[src/rtl/sha_pkg.sv]
package sha_pkg;

  localparam int WordW = 32;
  localparam int HashWords = 8;
  localparam int BlockBytes = 64;
  localparam int Rounds = 64;
  localparam int MsgW = 61;

  localparam logic [7:0] PadByte = 8'h80;
  localparam logic [5:0] LenPos = 6'd56;
  localparam logic [2:0] MaxBytes = 3'd4;

  typedef logic [WordW-1:0] word_t;

  function automatic word_t round_k(input logic [5:0] t);
    word_t k;
    case (t)
      6'd0: k = 32'h428a2f98; 6'd1: k = 32'h71374491; 6'd2: k = 32'hb5c0fbcf;
      6'd3: k = 32'he9b5dba5; 6'd4: k = 32'h3956c25b; 6'd5: k = 32'h59f111f1;
      6'd6: k = 32'h923f82a4; 6'd7: k = 32'hab1c5ed5; 6'd8: k = 32'hd807aa98;
      6'd9: k = 32'h12835b01; 6'd10: k = 32'h243185be; 6'd11: k = 32'h550c7dc3;
      6'd12: k = 32'h72be5d74; 6'd13: k = 32'h80deb1fe; 6'd14: k = 32'h9bdc06a7;
      6'd15: k = 32'hc19bf174; 6'd16: k = 32'he49b69c1; 6'd17: k = 32'hefbe4786;
      6'd18: k = 32'h0fc19dc6; 6'd19: k = 32'h240ca1cc; 6'd20: k = 32'h2de92c6f;
      6'd21: k = 32'h4a7484aa; 6'd22: k = 32'h5cb0a9dc; 6'd23: k = 32'h76f988da;
      6'd24: k = 32'h983e5152; 6'd25: k = 32'ha831c66d; 6'd26: k = 32'hb00327c8;
      6'd27: k = 32'hbf597fc7; 6'd28: k = 32'hc6e00bf3; 6'd29: k = 32'hd5a79147;
      6'd30: k = 32'h06ca6351; 6'd31: k = 32'h14292967; 6'd32: k = 32'h27b70a85;
      6'd33: k = 32'h2e1b2138; 6'd34: k = 32'h4d2c6dfc; 6'd35: k = 32'h53380d13;
      6'd36: k = 32'h650a7354; 6'd37: k = 32'h766a0abb; 6'd38: k = 32'h81c2c92e;
      6'd39: k = 32'h92722c85; 6'd40: k = 32'ha2bfe8a1; 6'd41: k = 32'ha81a664b;
      6'd42: k = 32'hc24b8b70; 6'd43: k = 32'hc76c51a3; 6'd44: k = 32'hd192e819;
      6'd45: k = 32'hd6990624; 6'd46: k = 32'hf40e3585; 6'd47: k = 32'h106aa070;
      6'd48: k = 32'h19a4c116; 6'd49: k = 32'h1e376c08; 6'd50: k = 32'h2748774c;
      6'd51: k = 32'h34b0bcb5; 6'd52: k = 32'h391c0cb3; 6'd53: k = 32'h4ed8aa4a;
      6'd54: k = 32'h5b9cca4f; 6'd55: k = 32'h682e6ff3; 6'd56: k = 32'h748f82ee;
      6'd57: k = 32'h78a5636f; 6'd58: k = 32'h84c87814; 6'd59: k = 32'h8cc70208;
      6'd60: k = 32'h90befffa; 6'd61: k = 32'ha4506ceb; 6'd62: k = 32'hbef9a3f7;
      default: k = 32'hc67178f2;
    endcase
    return k;
  endfunction

  function automatic word_t init_hash(input logic [2:0] i);
    word_t h;
    case (i)
      3'd0: h = 32'h6a09e667; 3'd1: h = 32'hbb67ae85;
      3'd2: h = 32'h3c6ef372; 3'd3: h = 32'ha54ff53a;
      3'd4: h = 32'h510e527f; 3'd5: h = 32'h9b05688c;
      3'd6: h = 32'h1f83d9ab; default: h = 32'h5be0cd19;
    endcase
    return h;
  endfunction

  typedef struct packed {
    logic start;
    logic busy;
    logic done;
  } cmp_ctl_t;

endpackage

[src/rtl/sha256_hash_engine.sv]
// SHA-256 hash engine.
// Input channel (in_valid/in_ready): each transaction carries up to four
// message bytes from the top of in_data_word, in_byte_count of them
// (5 to 7 treated as 4), and in_end_of_message to close the message.
// Output channel (out_valid/out_ready): after a closing transaction the
// eight digest words leave in order, out_word_index 0 to 7, with
// out_last_word on the eighth.
// Flow: bytes enter the block buffer one per cycle, pausing while each full
// 64-byte block is compressed in the single round unit, one round per cycle.
// Closing adds padding bytes one per cycle with the same pauses, one or two
// compressions, then the digest.
// in_ready is low while bytes, padding, compressions or the digest run.
// Reset (synchronous, rst_n low) loads the initial hash values and clears
// the byte and length counters; the buffer needs no clearing.
// A stalled receiver holds the current digest word on out_ and freezes the
// engine; nothing is dropped.
module sha256_hash_engine (
  input  logic                  clk,
  input  logic                  rst_n,
  input  logic                  in_valid,
  output logic                  in_ready,
  input  logic [31:0]           in_data_word,
  input  logic [2:0]            in_byte_count,
  input  logic                  in_end_of_message,
  output logic                  out_valid,
  input  logic                  out_ready,
  output logic [31:0]           out_digest_word,
  output logic [2:0]            out_word_index,
  output logic                  out_last_word
);

  localparam logic [2:0] S_IDLE = 3'd0;
  localparam logic [2:0] S_BYTE = 3'd1;
  localparam logic [2:0] S_PAD  = 3'd2;
  localparam logic [2:0] S_CMP  = 3'd3;
  localparam logic [2:0] S_OUT  = 3'd4;

  logic [2:0]                 state_r;
  logic [31:0]                word_r;
  logic [2:0]                 cnt_r, idx_r;
  logic                       eom_r, padding_r;
  logic [3:0]                 pad_r;
  logic [5:0]                 fill_r;
  logic [sha_pkg::MsgW-1:0]   len_r;
  logic [63:0]                bits_r;
  sha_pkg::word_t [7:0]       hash_r;
  sha_pkg::word_t [7:0]       h_new;
  logic [sha_pkg::BlockBytes*8-1:0] blk_r;
  logic                       cmp_start;
  sha_pkg::cmp_ctl_t          ctl;
  logic [7:0]                 wr_byte;
  logic                       wr_en;

  sha_round u_round (
    .clk   (clk),
    .rst_n (rst_n),
    .start (cmp_start),
    .block (blk_r),
    .h_in  (hash_r),
    .h_out (h_new),
    .ctl   (ctl)
  );

  assign in_ready = (state_r == S_IDLE);
  assign out_valid = (state_r == S_OUT);
  assign out_digest_word = hash_r[idx_r];
  assign out_word_index = idx_r;
  assign out_last_word = (idx_r == 3'd7);
  assign cmp_start = (state_r == S_CMP) && !ctl.busy && !ctl.done;

  always_comb begin
    wr_en = 1'b0;
    wr_byte = 8'h00;
    if (state_r == S_BYTE && cnt_r != 3'd0) begin
      wr_en = 1'b1;
      wr_byte = word_r[31:24];
    end else if (state_r == S_PAD) begin
      wr_en = 1'b1;
      if (pad_r == 4'd0) begin
        wr_byte = sha_pkg::PadByte;
      end else if (pad_r == 4'd1) begin
        wr_byte = 8'h00;
      end else begin
        wr_byte = bits_r[63:56];
      end
    end
  end

  always_ff @(posedge clk) begin
    if (wr_en) begin
      blk_r <= {blk_r[sha_pkg::BlockBytes*8-9:0], wr_byte};
    end
  end

  always_ff @(posedge clk) begin
    if (!rst_n) begin
      state_r   <= S_IDLE;
      fill_r    <= '0;
      len_r     <= '0;
      idx_r     <= '0;
      padding_r <= 1'b0;
      pad_r     <= '0;
      cnt_r     <= '0;
      eom_r     <= 1'b0;
      for (int i = 0; i < 8; i++) begin
        hash_r[i] <= sha_pkg::init_hash(3'(i));
      end
    end else begin
      unique case (state_r)
        S_IDLE: begin
          if (in_valid) begin
            word_r  <= in_data_word;
            cnt_r   <= (in_byte_count > sha_pkg::MaxBytes) ? sha_pkg::MaxBytes
                                                          : in_byte_count;
            eom_r   <= in_end_of_message;
            state_r <= S_BYTE;
          end
        end
        S_BYTE: begin
          if (cnt_r != 3'd0) begin
            word_r <= {word_r[23:0], 8'h00};
            cnt_r  <= cnt_r - 3'd1;
            fill_r <= fill_r + 6'd1;
            len_r  <= len_r + {{(sha_pkg::MsgW-1){1'b0}}, 1'b1};
            if (fill_r == 6'd63) begin
              state_r <= S_CMP;
            end
          end else if (eom_r) begin
            padding_r <= 1'b1;
            pad_r     <= 4'd0;
            bits_r    <= {len_r, 3'b000};
            state_r   <= S_PAD;
          end else begin
            state_r <= S_IDLE;
          end
        end
        S_PAD: begin
          fill_r <= fill_r + 6'd1;
          if (pad_r >= 4'd2) begin
            bits_r <= {bits_r[55:0], 8'h00};
          end
          if (pad_r == 4'd0 || pad_r == 4'd1) begin
            pad_r <= (fill_r + 6'd1 == sha_pkg::LenPos) ? 4'd2 : 4'd1;
          end else begin
            pad_r <= pad_r + 4'd1;
          end
          if (fill_r == 6'd63) begin
            state_r <= S_CMP;
          end
        end
        S_CMP: begin
          if (ctl.done) begin
            hash_r <= h_new;
            if (padding_r && pad_r == 4'd10) begin
              idx_r   <= '0;
              state_r <= S_OUT;
            end else if (padding_r) begin
              state_r <= S_PAD;
            end else begin
              state_r <= S_BYTE;
            end
          end
        end
        S_OUT: begin
          if (out_ready) begin
            idx_r <= idx_r + 3'd1;
            if (idx_r == 3'd7) begin
              for (int i = 0; i < 8; i++) begin
                hash_r[i] <= sha_pkg::init_hash(3'(i));
              end
              fill_r    <= '0;
              len_r     <= '0;
              padding_r <= 1'b0;
              state_r   <= S_IDLE;
            end
          end
        end
        default: state_r <= S_IDLE;
      endcase
    end
  end

endmodule

[src/rtl/sha_round.sv]
module sha_round (
  input  logic                            clk,
  input  logic                            rst_n,
  input  logic                            start,
  input  logic [sha_pkg::BlockBytes*8-1:0] block,
  input  sha_pkg::word_t [sha_pkg::HashWords-1:0] h_in,
  output sha_pkg::word_t [sha_pkg::HashWords-1:0] h_out,
  output sha_pkg::cmp_ctl_t               ctl
);

  logic                      busy_r, done_r;
  logic [5:0]                t_r;
  sha_pkg::word_t [15:0]     w_r;
  sha_pkg::word_t [7:0]      v_r;
  sha_pkg::word_t [7:0]      hs_r;
  sha_pkg::word_t            w_nxt, t1, t2, s0, s1, bs0, bs1, chs, mj;

  always_comb begin
    s0 = {w_r[1][6:0], w_r[1][31:7]} ^ {w_r[1][17:0], w_r[1][31:18]} ^ (w_r[1] >> 3);
    s1 = {w_r[14][16:0], w_r[14][31:17]} ^ {w_r[14][18:0], w_r[14][31:19]}
       ^ (w_r[14] >> 10);
    w_nxt = w_r[0] + s0 + w_r[9] + s1;
    bs1 = {v_r[4][5:0], v_r[4][31:6]} ^ {v_r[4][10:0], v_r[4][31:11]}
        ^ {v_r[4][24:0], v_r[4][31:25]};
    chs = (v_r[4] & v_r[5]) ^ (~v_r[4] & v_r[6]);
    t1 = v_r[7] + bs1 + chs + sha_pkg::round_k(t_r) + w_r[0];
    bs0 = {v_r[0][1:0], v_r[0][31:2]} ^ {v_r[0][12:0], v_r[0][31:13]}
        ^ {v_r[0][21:0], v_r[0][31:22]};
    mj = (v_r[0] & v_r[1]) ^ (v_r[0] & v_r[2]) ^ (v_r[1] & v_r[2]);
    t2 = bs0 + mj;
  end

  always_ff @(posedge clk) begin
    if (!rst_n) begin
      busy_r <= 1'b0;
      done_r <= 1'b0;
      t_r    <= '0;
    end else begin
      done_r <= 1'b0;
      if (start && !busy_r) begin
        busy_r <= 1'b1;
        t_r    <= '0;
      end else if (busy_r) begin
        t_r <= t_r + 6'd1;
        if (t_r == 6'd63) begin
          busy_r <= 1'b0;
          done_r <= 1'b1;
        end
      end
    end
  end

  always_ff @(posedge clk) begin
    if (start && !busy_r) begin
      for (int i = 0; i < 16; i++) begin
        w_r[i] <= block[(sha_pkg::BlockBytes*8-1)-32*i -: 32];
      end
      v_r  <= h_in;
      hs_r <= h_in;
    end else if (busy_r) begin
      for (int i = 0; i < 15; i++) begin
        w_r[i] <= w_r[i+1];
      end
      w_r[15] <= w_nxt;
      v_r <= {v_r[6], v_r[5], v_r[4], v_r[3] + t1, v_r[2], v_r[1], v_r[0], t1 + t2};
    end
  end

  always_comb begin
    for (int i = 0; i < 8; i++) begin
      h_out[i] = hs_r[i] + v_r[i];
    end
    ctl.start = start;
    ctl.busy  = busy_r;
    ctl.done  = done_r;
  end

endmodule

[config.mk]
export PLATFORM = sky130hd
export DESIGN_NAME = sha256_hash_engine
export DESIGN_NICKNAME = d
export VERILOG_FILES = /design/src/rtl/sha_pkg.sv /design/src/rtl/sha256_hash_engine.sv /design/src/rtl/sha_round.sv
export SDC_FILE = /design/constraint.sdc
export NUM_CORES = 2
export LEC_CHECK = 0
export ABC_AREA = 1
export ABC_CLOCK_PERIOD_IN_PS = 20200
export BUFFER_PORTS_ARGS = -buffer_cell sky130_fd_sc_hd__buf_2
export CORE_MARGIN = 3
export CORE_UTILIZATION = 35
export CTS_CLUSTER_DIAMETER = 200
export CTS_CLUSTER_SIZE = 20
export DETAILED_ROUTE_END_ITERATION = 10
export GPL_TIMING_DRIVEN = 1
export PLACE_DENSITY = 0.47
export SLEW_MARGIN = 20
export SYNTH_ARGS = -nofsm -noshare
export SYNTH_HDL_FRONTEND = slang
export SYNTH_SLANG_ARGS = --single-unit
[constraint.sdc]
create_clock -name clk -period 20.2 [get_ports clk]
set_input_delay 3.03 -clock clk [delete_from_list [all_inputs] [get_ports clk]]
set_output_delay 3.03 -clock clk [all_outputs]
set_load 0.1 [all_outputs]
==> results_tabular.tex <==
\begin{tabular}{lr}
\hline
Metric & Value \\
\hline
\multicolumn{2}{l}{\textbf{Drt}} \\
\quad Wire length after detailed routing & 435000 um \\
\quad Total vias in the final route & 87000 \\
\quad DRC violation count after routing & 0 \\
\quad TritonRoute pass-1 iters & 7 \\
\quad DRC marker count from the first detailed-route iteration & 8363 \\
\quad Routed Antenna Nets & 0 \\
\quad Routed length per placed instance & 26.7 um \\
\quad Average via count per standard cell & 5.34 \\
\multicolumn{2}{l}{\textbf{Worst setup path}} \\
\quad Required time of the critical path & 17170 ps \\
\quad Crit path max-delay cell type & o21ai\_0 \\
\quad Largest driver fanout on the critical path & 74 \\
\quad CP Cell Sequence & buf\_4 > o21ai\_0 > o21ai\_0 > nor2\_1 > a31oi\_1 > buf\_2 \\
\quad Path type of the worst setup path & flop to primary output \\
\quad Launching element type of the critical path & flop \\
\quad Arrival time at the worst endpoint & 4830 ps \\
\quad Biggest cell delay along the critical path & 940 ps \\
\quad Setup crit end kind & primary output \\
\quad Cell mode on critical path & o21ai\_0 \\
\multicolumn{2}{l}{\textbf{Synthesis}} \\
\quad Top post-synthesis cells by count & 3785 x nand2\_1, 1629 x edfxtp\_1, 1133 x inv\_1 \\
\quad Synth unique cells & 57 \\
\quad Main area contributors after synthesis & edfxtp\_1 45\%, nand2\_1 13\%, dfxtp\_1 6.9\% \\
\quad Mapped cell area & 109000 um\^{}2 \\
\quad Avg Synthesized Cell Area & 8.92 um\^{}2 \\
\quad Async S/R FF share, synth & 0\% \\
\quad Net count after synthesis & 12900 \\
\quad Post-synthesis instance total & 12300 \\
\quad Synth Area in Adders & 8.32\% \\
\quad Simple-gate share of the synthesized area & 20.3\% \\
\quad Share of cell area taken by muxes after synthesis & 0.0103\% \\
\quad Share of the synthesized netlist area taken by xor and xnor gates & 3.09\% \\
\quad Number of storage elements in the synthesis netlist & 2007 \\
\quad Seq/Total Area, Yosys & 51.7\% \\
\quad Synth warnings & 0 \\
\quad Top FF cell, synth & edfxtp\_1 \\
\quad Area fraction of the dominant cell type after synthesis & 44.8\% \\
\quad Cell accounting for the most synthesized area & edfxtp\_1 \\
\quad Largest family of logic cells by synthesized area & simple AND/OR/NAND/NOR gates \\
\quad Most common cell in the synthesized netlist & nand2\_1 \\
\quad Count of flip-flops with a built-in enable after synthesis & 1629 \\
\quad Compound-gate portion of the synthesized area & 10.9\% \\
\multicolumn{2}{l}{\textbf{Flow run}} \\
\quad Max-cap violations & 0 \\
\multicolumn{2}{l}{\textbf{Die}} \\
\quad Die width & 565 um \\
\quad I/O pins & 78 \\
\quad Initial Util & 35.3\% \\
\quad Die Outline Area & 319000 um\^{}2 \\
\quad Cell Rows & 204 \\
\quad Vertical extent of the die & 565 um \\
\quad Area of the core & 310000 um\^{}2 \\
\multicolumn{2}{l}{\textbf{STA}} \\
\quad RSZ-0062 raised after global routing & no \\
\quad Slew headroom & 17.7\% \\
\quad Pin slew with the least headroom to its limit & 1230 ps \\
\quad Min cycle time layout & 7860 ps \\
\quad Post-Route Skew & 60.5 ps \\
\quad Share of the clock period used by the worst path & 38.9\% \\
\quad Number of max-slew violations in the final report & 0 \\
\quad Peak clock frequency supported by timing & 127 MHz \\
\quad Final setup violation count & 0 \\
\quad Final Hold Viols & 0 \\
\quad Setup TNS Final & 0 ps \\
\multicolumn{2}{l}{\textbf{Clocking}} \\
\quad Clock transition at the register clock pins on the worst setup and hold paths after CTS & 110 ps \\
\quad Number of H-tree levels & 3 \\
\quad Quantity of gates resized following cts & 0 \\
\quad Root cell of the clock tree & clkbuf\_16 \\
\quad Longest Clk Path Bufs & 4 \\
\quad Count of hold buffers inserted by post-cts repair & 0 \\
\quad Source-to-sink clock delay at the later pin of the worst-skew pair & 910 ps \\
\quad TritonCTS clock tree & yes \\
\quad Clock net sink count & 2007 \\
\quad Number of buffers created by CTS & 114 \\
\quad Post-CTS Repair Setup Buffers & 0 \\
\multicolumn{2}{l}{\textbf{Global routing}} \\
\quad Total global routing track utilization & 26.6\% \\
\quad Via count of the first global-routing pass & 84000 \\
\quad Antenna violations before repair & 19 \\
\quad GRT busiest layer & met2 \\
\quad Global-route track usage on met2 & 41.3\% \\
\quad Largest net degree at the start of global routing & 208 \\
\quad Global routing met1 resource utilization & 39.0\% \\
\quad Sum of overflow across all layers after global routing & 0 \\
\quad Fraction of met3 tracks used by global routing & 3.09\% \\
\quad Global-route wire length before repair & 618000 um \\
\multicolumn{2}{l}{\textbf{Worst hold path}} \\
\quad Tightest Hold Check Type & flop to flop \\
\multicolumn{2}{l}{\textbf{Place}} \\
\quad Buffers on Ports & 77 \\
\quad Number of placed cells counting well taps & 16100 \\
\quad Half-perimeter wire length of the detailed placement result & 332000 um \\
\quad Placer's final routability congestion estimate & 0.950 \\
\multicolumn{2}{l}{\textbf{Finish}} \\
\quad Nets & 12700 \\
\quad Synthesis-to-finish area growth & 7.19\% \\
\quad Final cell count without fillers & 16300 \\
\quad Proportion of layout cells with a drive suffix above 1 & 3.09\% \\
\multicolumn{2}{l}{\textbf{Outcome}} \\
\quad Result of the run & completed \\
\hline
\end{tabular}
per-stage QoR:
stage	hold WS, ps	setup WS [ps]	util, %	instance area, um^2
detailed placement	413	12830	36.7	114000
CTS	419	12510	37.8	117000
global route	432	12320	37.8	117000
finish	433	12340	37.8	117000
global placement	413	12770	36.7	114000
floorplan	408	3490	-	109000
critical path: cells and delay by family (launching register included):
family | cells | cell delay (ps)
AO/OA/AOI/OAI | 3 | 1580
buffers and inverters | 2 | 1200
flip-flops | 1 | 740
AND/OR/NAND/NOR | 1 | 350
kinds of logic after synthesis:
family	count (synthesis)
AO/OA/AOI/OAI	2173
XOR/XNOR	386
adder cells (fa/ha/maj)	614
buffers and inverters	1613
flip-flops	2007
multiplexers	1
AND/OR/NAND/NOR	5462
layout by cell type (no fill, tap or decap), types with 7 or more instances in the layout:
cell type  count
nand3b_1      51
or2_2         26
ha_1         399
buf_4         87
xor2_1       214
clkbuf_1      74
inv_1       1129
nand4_1      137
o211ai_1      87
a21oi_1      886
edfxtp_1    1629
nor3_1       135
nor4_1        22
o221ai_1       8
nor2_4         8
nand2_1     3785
a211oi_1      11
a21boi_0      36
nor2_1       695
a22o_1         7
o22ai_1       16
a21o_1        51
xnor2_1      172
maj3_1        20
o21ai_1      104
o21bai_1      74
nor2_2         7
clkbuf_16    117
buf_2         76
nand3_1      574
o21a_1        42
inv_2         16
fa_1         195
o21ai_0      744
o31ai_1        7
dfxtp_1      376
a31oi_1       78
sequential cells by signal (all words and copies together), names as in the netlist, 4 cells and up, named ones only:
register	cells
fill_r	6
len_r	61
u_round.v_r	256
word_r	32
u_round.hs_r	256
pad_r	4
u_round.w_r	512
blk_r	512
u_round.t_r	6
hash_r	256
bits_r	61
path summary, 6_finish.rpt:
path / startpoint / endpoint / slack (ps) / cells past startpoint
worst max-delay path: out_word_index[0] / out_digest_word[19] / 12340 / 6
worst min-delay path: blk_r[491] / blk_r[499] / 430 / 0
worst max register to register: u_round.v_r[150] / u_round.v_r[24] / 12870 / 27
worst min register to register: blk_r[491] / blk_r[499] / 430 / 0
layout make-up:
cell class | count | area [um^2]
clock buffer | 191 | 3210
multi-input combinational | 8636 | 46700
clock inverter | 3 | 58.8
antenna | 6 | 15.0
timing repair buffer | 172 | 1190
fill | 31900 | 193000
tap | 4120 | 5150
inverter | 1153 | 4360
sequential | 2007 | 56500
routing by layer:
| layer | share of wire (%) | wire [um] |
|---|---|---|
| met5 | 0.011 | 49 |
| met4 | 3.2 | 14100 |
| met3 | 5.7 | 24800 |
| met2 | 44 | 193000 |
| met1 | 47 | 204000 |
Power is not shown: default switching activity piles up to over one toggle a cycle in this logic, so the estimate is an artifact.
